<file path="config.mk">
export PLATFORM = sky130hd
export DESIGN_NAME = cellular_automaton_next_gen
export DESIGN_NICKNAME = d
export VERILOG_FILES = /design/src/hw/rtl/cang_pkg.sv /design/src/hw/rtl/cang_core.sv /design/src/hw/rtl/cang_out_buf.sv /design/src/hw/rtl/cellular_automaton_next_gen.sv
export SDC_FILE = /design/constraint.sdc
export NUM_CORES = 1
export LEC_CHECK = 0
export BUFFER_PORTS_ARGS = -buffer_cell sky130_fd_sc_hd__buf_2
export CORE_MARGIN = 4
export CORE_UTILIZATION = 57
export DETAILED_ROUTE_END_ITERATION = 8
export HOLD_SLACK_MARGIN = 0.1
export PLACE_DENSITY_LB_ADDON = 0.3
export SETUP_SLACK_MARGIN = 0.05
export SYNTH_ARGS = -nofsm -noshare
export SYNTH_HDL_FRONTEND = slang
export SYNTH_HIERARCHICAL = 1
export SYNTH_SLANG_ARGS = --single-unit
</file>
<file path="constraint.sdc">
create_clock -name i_clk -period 6.3 [get_ports i_clk]
set_input_delay 0.315 -clock i_clk [delete_from_list [all_inputs] [get_ports i_clk]]
set_output_delay 0.315 -clock i_clk [all_outputs]
set_load 0.05 [all_outputs]
</file>
<file path="src/hw/rtl/cang_pkg.sv">
`default_nettype none
// ----------------------------------------------------------------------------
// cang_pkg
// Shared types and constants for the cellular automaton next-generation block.
// ----------------------------------------------------------------------------
package cang_pkg;

    // Default neighbourhood limit; the top level hands it down as a parameter.
    localparam int MAX_NEIGHBOURS_DEF = 5;

    // Configuration register indexes.
    localparam int CFG_IDX_W = 1;
    localparam logic [CFG_IDX_W-1:0] CFG_PARENT_COUNT = 1'b0;
    localparam logic [CFG_IDX_W-1:0] CFG_RULE_WORD    = 1'b1;

    localparam int CFG_DATA_W = 32;
    localparam int PCOUNT_W   = 3;
    localparam int RULE_W     = 32;

    // Result status codes.
    typedef enum logic [1:0] {
        ST_OK       = 2'd0,
        ST_BAD_RULE = 2'd1,
        ST_EVEN_LEN = 2'd2
    } t_status;

    // One result beat, as passed from the core to the output buffer.
    typedef struct packed {
        logic    cell_bit;
        logic    last;
        t_status status;
    } t_result;

endpackage : cang_pkg
`default_nettype wire

</file>
<file path="src/hw/rtl/cang_core.sv">
`default_nettype none
// ----------------------------------------------------------------------------
// cang_core
// Configuration registers, neighbourhood window, rule lookup and flush counter.
// ----------------------------------------------------------------------------
module cang_core #(
    parameter int MAX_NEIGHBOURS = cang_pkg::MAX_NEIGHBOURS_DEF
) (
    input  wire logic                            i_clk,
    input  wire logic                            i_rst_n,
    input  wire logic                            i_cfg_valid,
    input  wire logic [cang_pkg::CFG_IDX_W-1:0]  i_cfg_index,
    input  wire logic [cang_pkg::CFG_DATA_W-1:0] i_cfg_data,
    input  wire logic                            i_in_valid,
    input  wire logic                            i_mode,
    input  wire logic                            i_cell,
    input  wire logic                            i_last,
    input  wire logic                            i_buf_full,
    output logic                                 o_in_ready,
    output logic                                 o_push,
    output cang_pkg::t_result                    o_result
);
    import cang_pkg::*;

    localparam int WIN_W  = (MAX_NEIGHBOURS > 1) ? MAX_NEIGHBOURS - 1 : 1;
    localparam int FULL_W = WIN_W + 1;
    localparam int CNT_W  = $clog2(MAX_NEIGHBOURS + 1);

    logic [PCOUNT_W-1:0] r_pc;
    logic [RULE_W-1:0]   r_rule;
    logic [WIN_W-1:0]    r_window, n_window;
    logic                r_bg, n_bg;
    logic                r_odd, n_odd;
    logic                r_in_gen, n_in_gen;
    logic [CNT_W-1:0]    r_flush_left, n_flush_left;

    logic              rule_ok;
    logic              flushing;
    logic              accept;
    logic [WIN_W-1:0]  base_win;
    logic              shift_bit;
    logic [FULL_W-1:0] full;
    logic [FULL_W-1:0] idx_mask;
    logic [FULL_W-1:0] idx;
    logic [RULE_W-1:0] cell_sh;
    logic              new_cell;
    logic [7:0]        top_idx;
    logic [RULE_W-1:0] top_sh;
    logic              bg_update;
    logic              odd_new;

    // The rule word must have no bits at or above 2^parent_count.
    always_comb begin
        rule_ok = 1'b0;
        if (r_pc != '0 && 32'(r_pc) <= 32'(MAX_NEIGHBOURS)) begin
            unique case (r_pc)
                3'd1:    rule_ok = (r_rule[31:2] == '0);
                3'd2:    rule_ok = (r_rule[31:4] == '0);
                3'd3:    rule_ok = (r_rule[31:8] == '0);
                3'd4:    rule_ok = (r_rule[31:16] == '0);
                default: rule_ok = 1'b1;
            endcase
        end
    end

    always_comb begin
        for (int b = 0; b < FULL_W; b++) begin
            idx_mask[b] = (int'(r_pc) > b);
        end
    end

    assign flushing   = (r_flush_left != '0);
    assign o_in_ready = !flushing && !i_buf_full;
    assign accept     = i_in_valid && o_in_ready;

    // One shared shift-and-lookup serves both cell beats and flush beats.
    always_comb begin
        base_win  = r_window;
        shift_bit = r_bg;
        if (!flushing) begin
            if (!r_in_gen) begin
                base_win = r_bg ? '1 : '0;
            end
            shift_bit = i_cell;
        end
    end

    assign full     = {base_win, shift_bit};
    assign idx      = full & idx_mask;
    assign cell_sh  = r_rule >> idx;
    assign new_cell = cell_sh[0];

    // Background follows the rule for an all-ones or all-zeros neighbourhood.
    assign top_idx   = (8'd1 << r_pc) - 8'd1;
    assign top_sh    = r_rule >> top_idx;
    assign bg_update = r_bg ? top_sh[0] : r_rule[0];

    assign odd_new = ~(r_in_gen ? r_odd : 1'b0);

    always_comb begin
        n_window     = r_window;
        n_bg         = r_bg;
        n_odd        = r_odd;
        n_in_gen     = r_in_gen;
        n_flush_left = r_flush_left;
        o_push       = 1'b0;
        o_result     = '{cell_bit: 1'b0, last: 1'b0, status: ST_OK};
        if (flushing) begin
            if (!i_buf_full) begin
                o_push       = 1'b1;
                n_window     = full[WIN_W-1:0];
                n_flush_left = r_flush_left - CNT_W'(1);
                o_result     = '{cell_bit: new_cell, last: (r_flush_left == CNT_W'(1)),
                                 status: ST_OK};
                if (r_flush_left == CNT_W'(1)) begin
                    n_bg = bg_update;
                end
            end
        end else if (accept) begin
            o_push = 1'b1;
            if (!rule_ok) begin
                o_result = '{cell_bit: 1'b0, last: 1'b0, status: ST_BAD_RULE};
            end else if (i_mode) begin
                n_bg     = 1'b0;
                n_in_gen = 1'b0;
                n_odd    = 1'b0;
                n_window = '0;
                o_result = '{cell_bit: 1'b1, last: 1'b1, status: ST_OK};
            end else begin
                n_window = full[WIN_W-1:0];
                n_odd    = odd_new;
                n_in_gen = !i_last;
                if (!i_last) begin
                    o_result = '{cell_bit: new_cell, last: 1'b0, status: ST_OK};
                end else if (!odd_new) begin
                    o_result = '{cell_bit: new_cell, last: 1'b1, status: ST_EVEN_LEN};
                end else if (r_pc == 3'd1) begin
                    o_result = '{cell_bit: new_cell, last: 1'b1, status: ST_OK};
                    n_bg     = bg_update;
                end else begin
                    o_result     = '{cell_bit: new_cell, last: 1'b0, status: ST_OK};
                    n_flush_left = CNT_W'(r_pc - 3'd1);
                end
            end
        end
    end

    always_ff @(posedge i_clk) begin
        if (!i_rst_n) begin
            r_pc         <= PCOUNT_W'(1);
            r_rule       <= '0;
            r_window     <= '0;
            r_bg         <= 1'b0;
            r_odd        <= 1'b0;
            r_in_gen     <= 1'b0;
            r_flush_left <= '0;
        end else begin
            if (i_cfg_valid) begin
                unique case (i_cfg_index)
                    CFG_PARENT_COUNT: r_pc   <= i_cfg_data[PCOUNT_W-1:0];
                    CFG_RULE_WORD:    r_rule <= i_cfg_data[RULE_W-1:0];
                    default:          r_rule <= r_rule;
                endcase
            end
            r_window     <= n_window;
            r_bg         <= n_bg;
            r_odd        <= n_odd;
            r_in_gen     <= n_in_gen;
            r_flush_left <= n_flush_left;
        end
    end

endmodule : cang_core
`default_nettype wire

</file>
<file path="src/hw/rtl/cang_out_buf.sv">
`default_nettype none
// ----------------------------------------------------------------------------
// cang_out_buf
// Two-entry result buffer; its full flag depends on registers only.
// ----------------------------------------------------------------------------
module cang_out_buf (
    input  wire logic               i_clk,
    input  wire logic               i_rst_n,
    input  wire logic               i_push,
    input  cang_pkg::t_result       i_result,
    output logic                    o_full,
    output logic                    o_valid,
    input  wire logic               i_ready,
    output cang_pkg::t_result       o_result
);
    import cang_pkg::*;

    t_result     r_mem [2];
    logic        r_wr_ptr;
    logic        r_rd_ptr;
    logic [1:0]  r_count;
    logic        pop;

    assign o_full   = (r_count == 2'd2);
    assign o_valid  = (r_count != 2'd0);
    assign o_result = r_mem[r_rd_ptr];
    assign pop      = o_valid && i_ready;

    always_ff @(posedge i_clk) begin
        if (i_push) begin
            r_mem[r_wr_ptr] <= i_result;
        end
    end

    always_ff @(posedge i_clk) begin
        if (!i_rst_n) begin
            r_wr_ptr <= 1'b0;
            r_rd_ptr <= 1'b0;
            r_count  <= 2'd0;
        end else begin
            if (i_push) begin
                r_wr_ptr <= ~r_wr_ptr;
            end
            if (pop) begin
                r_rd_ptr <= ~r_rd_ptr;
            end
            r_count <= r_count + {1'b0, i_push} - {1'b0, pop};
        end
    end

endmodule : cang_out_buf
`default_nettype wire

</file>
<file path="src/hw/rtl/cellular_automaton_next_gen.sv">
`default_nettype none
// ----------------------------------------------------------------------------
// cellular_automaton_next_gen
// Streams the next generation of a one-dimensional cellular automaton.
// ----------------------------------------------------------------------------
// Usage: program parent_count (index 0) and rule_word (index 1) through the
// cfg channel while the block is idle; cfg writes are always accepted.
// Each input beat carries one cell of the current generation (oldest first)
// in tdata bit 0, the generation's last cell flagged by tlast, and a seed
// request in tuser. Each output beat carries one next-generation cell in
// tdata bit 0, the end of the next generation on tlast and a status in tuser.
// s_axis_tready is low while the buffer is full or a flush runs; else a new
// beat is taken every cycle. The last cell of an odd-length generation adds
// parent_count-1 flush beats, one per cycle unless the buffer is full. A
// two-entry output buffer decouples the sides: while the receiver stalls the
// block still accepts until the buffer is full, and no result is ever
// dropped. Reset (synchronous, active low) empties the buffer, clears the
// window and background bit and sets parent_count to 1, rule_word to 0. An
// invalid rule gives one status beat per input beat.
// ----------------------------------------------------------------------------
module cellular_automaton_next_gen #(
    parameter int MAX_NEIGHBOURS = cang_pkg::MAX_NEIGHBOURS_DEF
) (
    input  wire logic                            i_clk,
    input  wire logic                            i_rst_n,
    // Configuration write channel.
    input  wire logic                            i_cfg_valid,
    output logic                                 o_cfg_ready,
    input  wire logic [cang_pkg::CFG_IDX_W-1:0]  i_cfg_index,
    input  wire logic [cang_pkg::CFG_DATA_W-1:0] i_cfg_data,
    // Input stream.
    input  wire logic                            s_axis_tvalid,
    output logic                                 s_axis_tready,
    input  wire logic [7:0]                      s_axis_tdata,  // [0] cell_in
    input  wire logic                            s_axis_tlast,  // final_cell
    input  wire logic                            s_axis_tuser,  // [0] mode
    // Output stream.
    output logic                                 m_axis_tvalid,
    input  wire logic                            m_axis_tready,
    output logic [7:0]                           m_axis_tdata,  // [0] cell_out
    output logic                                 m_axis_tlast,  // end_of_run
    output logic [1:0]                           m_axis_tuser   // [1:0] status
);
    import cang_pkg::*;

    logic    buf_full;
    logic    push;
    t_result core_result;
    t_result out_result;

    assign o_cfg_ready = 1'b1;

    cang_core #(
        .MAX_NEIGHBOURS (MAX_NEIGHBOURS)
    ) u_core (
        .i_clk       (i_clk),
        .i_rst_n     (i_rst_n),
        .i_cfg_valid (i_cfg_valid),
        .i_cfg_index (i_cfg_index),
        .i_cfg_data  (i_cfg_data),
        .i_in_valid  (s_axis_tvalid),
        .i_mode      (s_axis_tuser),
        .i_cell      (s_axis_tdata[0]),
        .i_last      (s_axis_tlast),
        .i_buf_full  (buf_full),
        .o_in_ready  (s_axis_tready),
        .o_push      (push),
        .o_result    (core_result)
    );

    cang_out_buf u_out_buf (
        .i_clk    (i_clk),
        .i_rst_n  (i_rst_n),
        .i_push   (push),
        .i_result (core_result),
        .o_full   (buf_full),
        .o_valid  (m_axis_tvalid),
        .i_ready  (m_axis_tready),
        .o_result (out_result)
    );

    assign m_axis_tdata = {7'd0, out_result.cell_bit};
    assign m_axis_tlast = out_result.last;
    assign m_axis_tuser = out_result.status;

endmodule : cellular_automaton_next_gen
`default_nettype wire

</file>
# Word-level counts from Yosys, hierarchy flattened
# Memory sizes are Yosys's and may differ from the RTL's. A register that Yosys moved wholly into a read port is not among the register bits.
# Cells that the tools add are included.
# totals
rom_bits	0
latch_bits	0
output_inout_bits	14
in_bits	48
ram_bits	8
wordCells	115
regBits	49
mem_count	1
# mem_list
name	words	width	read_ports	rd_ports_with_merged_regs	wr	line	source
u_out_buf.r_mem	2	4	1	1	1	cang_out_buf.sv:18	t_result r_mem [2];
# op_classes
n_div	0
bitwise_logic	6
n_addsub	5
n_mul	0
muxes	47
reduce_logical	25
eq_ne	12
magnitude_cmp	6
n_shift	3
# ops
cell	count
2-to-1 mux 4 bit	13
2-to-1 mux 3 bit	11
right shift 32 x 5 -> 1 bit	1
right shift 32 x 8 -> 1 bit	1
zero test 30 bit	1
zero test 28 bit	1
zero test 24 bit	1
2-to-1 mux 1 bit	22
zero test 16 bit	1
AND reduction 7 bit	2
nonzero test 3 bit	4
nonzero test 2 bit	4
<< shifter 1 x 3 -> 8 bit (first input constant)	1
subtractor 8 x 1 -> 8 bit (second input constant)	1
== test 3 x 1 -> 1 bit (second input constant)	2
== test 3 x 2 -> 1 bit (second input constant)	2
greater-than comparator 3 x 1 -> 1 bit (second input constant)	2
greater-than comparator 3 x 2 -> 1 bit (second input constant)	2
inequality test 2 x 1 -> 1 bit (second input constant)	3
AND reduction 3 bit	2
subtractor 3 x 1 -> 3 bit (second input constant)	2
AND 5 bit	1
inverter 1 bit	5
logical AND 1 bit	4
11 further kinds	15

# Depth between registers and ports, before layout
# logic_depth
ltp_word	11
depth_mapped	11
depth_no_buf	9

# Cells and area by module
# The synthesis kept the hierarchy.
# modules_own_cells
module	cells_per_inst	area_per_inst_um2	seq_area_each_um2	instances
cang_core	365	2775.2	900.9	1
cang_out_buf	35	530.5	340.3	1
cellular_automaton_next_gen	10	67.6	0.0	1

# Worst setup path before layout
# OpenSTA, ideal clock, no wires.
# synth_timing
kind	flip-flop to flip-flop
start	register u_core.r_flush_left[0]
end	memory u_out_buf/r_mem[0][3] (netlist bit), data pin
setup_time_ns	0.260
n_path_buf	1
arrival_ns	2.462
synth_period_minus_slack_ns	2.722
path_stages_with_launch	11
slack_ns	3.578
required_ns	6.040
cell_sequence	dfxtp_1 > inv_1 > ha_1 > or3b_1 > buf_2 > a21o_4 > and3_1 > a211oi_1 > o31ai_1 > a2111o_1 > a32o_1
# synth_rtl
element	line	source
start: declaration	cang_core.sv:35	logic [CNT_W-1:0] r_flush_left, n_flush_left;
start signal: assignment	cang_core.sv:169	r_flush_left <= n_flush_left;
end: declaration	cang_out_buf.sv:18	

# Worst setup path in the final report
# layout_timing
start	register u_core.r_pc[1]
end	register u_core.r_flush_left[0]
# layout_between
elab_chain_cells	5
elab_cells_between_ends	12
cone_classes	order compare: 1; eq/ne: 5; mux: 2; reduce/logical: 4
# layout_rtl
element	line	source
start: declaration	cang_core.sv:29	logic [PCOUNT_W-1:0] r_pc;
start signal: assignment	cang_core.sv:160	CFG_PARENT_COUNT: r_pc <= i_cfg_data[PCOUNT_W-1:0];
== test 3 bit (tied with other cells)	cang_core.sv:56	unique case (r_pc)
one-hot mux 1 bit (4 select lines) / logical AND 1 bit (equally long branches)	cang_core.sv:56, cang_core.sv:55	
2-to-1 mux 1 bit	cang_core.sv:55	if (r_pc != '0 && 32'(r_pc) <= 32'(MAX_NEIGHBOURS)) begin
nonzero test 2 bit (no source line)	--	
AND reduction 7 bit (no source line) (*)	--	
# Every way passes the cells marked *; elsewhere a longest branch is shown, timed or not.
# A chain may end at the register's enable or synchronous reset.

==> metrics.md <==
| Metric | Value |
|---|---|
| Antenna cell count | `0` |
| Inst Count DP | `around 510` |
| Top Ports | `62` |
| Iter 0 DRT Violations | `between 200 and 250` |
| Layout net count | `503` |
| Die Span X | `84.93 um` |
| Post-Synthesis Cell Area | `3373 um^2` |
| Die Span Y | `between 80 and 90 um` |
| Worst Skew | `just under 0.008 ns` |
| Vias | `3073` |
| Die Area | `slightly above 7000 um^2` |
| Starting Density | `between 60% and 70%` |
| Share of the synthesized area in the top cell type | `29.67%` |
| Number of global-route vias before repair | `~2700` |
| VDD IR-drop max | `between 200 and 250 uV` |
| RSZ-0062 raised after global routing | `false` |
| Comb pwr share | `between 20% and 30%` |
| Status | `finished, final reports clean` |
| Avg Vias per Cell | `a little under 6` |
| FMAX | `~260 MHz` |
| H-tree depth | `3` |
| CTS resizes | `0` |
| IO buf count | `46` |
| CTS buffer count | `9` |
| Area Growth Syn to Fin | `12.50%` |
| Post-CTS setup buffer count | `0` |
| Max cap viols | `0` |
| Gr usage total | `between 20% and 30%` |
| Crit. End Element | `register` |
| Share of cells above drive strength 1 | `18.22%` |
| Fillers | `slightly below 500` |
| Clk root buf | `clkbuf_8` |
| Final period util | `60.21%` |
| Tmin final | `about 3.8 ns` |
| Routed len/inst | `roughly 15 um` |
| M1 wire length | `~3800 um` |
| Critical path class | `reg2reg` |
| Global-route wire length before repair | `between 10000 and 15000 um` |
| CTS Hold Bufs | `0` |
| Gp weighted congestion | `0.9611` |
| Pleak | `approximately 1.5 nW` |
| CTS tree | `done` |
| Synth Flop Type | `dfxtp_1` |
| R2R depth | `9` |
| Slew @ Worst Pin | `1.055 ns` |
| Yosys Warn Count | `6` |
| Total gr overflow | `0` |
| Hold WC Path Type | `in2reg` |
| Post-route DRC | `0` |
| Setup violation total in the final timing report | `0` |
| Setup TNS | `0 ns` |
| Final hold violation count | `0` |
| CP required | `6.55 ns` |
| Fin cells | `522` |
| Mapped Cells | `between 400 and 500` |
| Relative slew slack | `between 20% and 30%` |
| WL final | `about 7900 um` |
| Hold depth | `3` |
| Post-synthesis sequential area ratio | `36.80%` |
| Cell taking the most area after synthesis | `dfxtp_1` |
| EDFF count, synth | `8` |
| #FFs+latches synth | `58` |
| Clock share of power | `34.9%` |
| Pwr/cell area | `roughly 280 nW/um^2` |
| Worst Path Arrival | `between 4 and 5 ns` |
| Fin. max-slew vios | `0` |
| WL met2 | `around 3400 um` |
| Crit-path max FO | `18` |
| Area contributors post-synth | `dfxtp_1, nand2_1, a21oi_1, edfxtp_1, mux4_2` |
| Largest net degree at the start of global routing | `46` |
| Post-DP HPWL | `between 5000 and 6000 um` |
| Antenna viol nets, final | `0` |
| Clk buf depth | `2` |
| Sw Ratio | `31.45%` |
| Synth unique cells | `64` |
| Initial antenna violation count | `0` |
| Worst-path clk slew | `about 0.070 ns` |
| FFs w/ async S/R, synth | `0%` |
| Worst skew pair latency | `roughly 0.34 ns` |
| Clock sinks | `58` |
| Top Layer Used | `met4` |
| Seq pwr share | `between 40% and 50%` |
| Internal power | `735.4 uW` |
| Critical Path Start Type | `register` |
| Pre-antenna DRT Iters | `5` |
| Syn Area/Cell | `between 8 and 9 um^2` |
| Net Sw Power | `337.4 uW` |
| Num rows | `27` |
| Met3 WL | `561 um` |
| Core Footprint | `5608 um^2` |
## final timing paths
path | from | endpoint | slack, ns
setup / recovery | u_core/r_pc[1]$_SDFFE_PN0P_ | u_core/r_flush_left[0]$_SDFFE_PN0P_ | 2.51
hold / removal | i_cfg_data[30] | u_core/r_rule[30]$_SDFFE_PN0P_ | 0.21
setup reg to reg | u_core/r_pc[1]$_SDFFE_PN0P_ | u_core/r_flush_left[0]$_SDFFE_PN0P_ | 2.51
hold reg to reg | u_core/r_odd$_SDFFE_PN0P_ | u_core/r_odd$_SDFFE_PN0P_ | 0.46
## layout make-up
type / instances / area, um^2 / share of cell area (%)
multi-input combinational: 312 / 1948 / 51.34
sequential: 58 / 1241 / 32.71
timing repair buffer: 46 / 230.2 / 6.067
clock buffer: 10 / 137.6 / 3.627
tap: 72 / 90.09 / 2.374
clock inverter: 6 / 80.08 / 2.110
inverter: 18 / 67.56 / 1.780
## power groups by stage
stage,Combinational [mW],Clock [mW],Sequential [mW]
after floorplan,0.209,0,0.436
after global placement,0.250,0,0.444
after detailed placement,0.256,0,0.447
after CTS,0.258,0.381,0.439
after global routing,0.284,0.404,0.445
final,0.259,0.375,0.439
## through the flow
stage | hold slack [ns] | utilization [%] | setup WS [ns] | total power [mW] | cell area (um^2)
final | 0.2078 | 67.67 | 2.507 | 1.073 | 3795
after global routing | 0.1954 | 67.67 | 2.215 | 1.132 | 3795
after CTS | 0.1933 | 67.67 | 2.655 | 1.077 | 3795
after detailed placement | 0.4492 | 63.79 | 2.685 | 0.7033 | 3577
after global placement | 0.4406 | 63.79 | 2.749 | 0.6938 | 3577
after floorplan | 0.4039 | - | 3.578 | 0.6454 | 3396
## layout by cell type, fill, tap and decap left out, types with 3 or more instances in the layout
cell type,synthesis,routed
a2111oi_0,5,5
a211oi_1,6,6
a21oi_1,48,48
a311oi_1,3,3
and2_1,3,3
and3_1,6,6
buf_2,3,46
clkbuf_8,0,10
clkinv_2,0,4
conb_1,2,8
dfxtp_1,50,50
edfxtp_1,8,8
ha_1,10,10
inv_1,16,16
mux2_2,4,4
mux2i_1,7,7
mux4_2,6,6
nand2_1,78,78
nand2b_1,4,4
nand3_1,3,3
nor2_1,25,25
nor2b_1,9,9
nor3_1,5,5
nor3b_1,6,6
nor4_1,9,9
o211ai_1,6,6
o21ai_0,7,7
o21ai_1,8,8
o32ai_1,3,3
or3_1,3,3
## logic make-up (layout without fill, tap and decap cells)
logic type,count (synthesis),after routing,synth area share (%)
compound gates,110,110,21.07
other cells,2,8,0.2226
fa+ha+maj,10,10,3.709
xor+xnor,4,4,1.447
mux,18,18,7.752
flops,58,58,36.80
simple gates,162,162,22.89
buf+inv,46,80,6.120
## routing by layer
layer	track usage (%)	up-vias
li1	-	1525
met3	5.922	13
met2	32.17	125
met4	7.626	0
met1	33.41	1410
met5	0	-
## worst max-delay path: stages (launching register included)
cell and delay (ns):
dfxtp_1 0.35, inv_1 0.17, ha_1 0.61, nor3b_1 0.27
o21ai_1 0.08, a2111oi_0 0.73, o21ai_1 0.38, o21ai_1 0.61
a31oi_1 0.20, a311oi_1 0.30
## registers in the layout, summed over array words and instances, names as in the netlist, named ones only
register and count:
u_core/r_bg 1, u_core/r_flush_left 3, u_core/r_in_gen 1, u_core/r_odd 1, u_core/r_pc 3, u_core/r_rule 32, u_core/r_window 4, u_out_buf/r_count 2
u_out_buf/r_mem 8, u_out_buf/r_rd_ptr 1, u_out_buf/r_wr_ptr 1
## Yosys cell counts (all sizes together) (4+ instances only)
cell type	n
a2111oi	5
edfxtp	8
inv	17
nor3	5
and3	6
clkbuf	17
a211oi	6
nand2b	4
ha	10
buf	11
nor3b	6
mux4	6
dfxtp	50
a21oi	49
mux2i	7
nor2b	9
o21ai	15
nor2	26
o211ai	6
nand2	78
nor4	9
mux2	5
No activity file was read; power rests on OpenSTA's default activity.
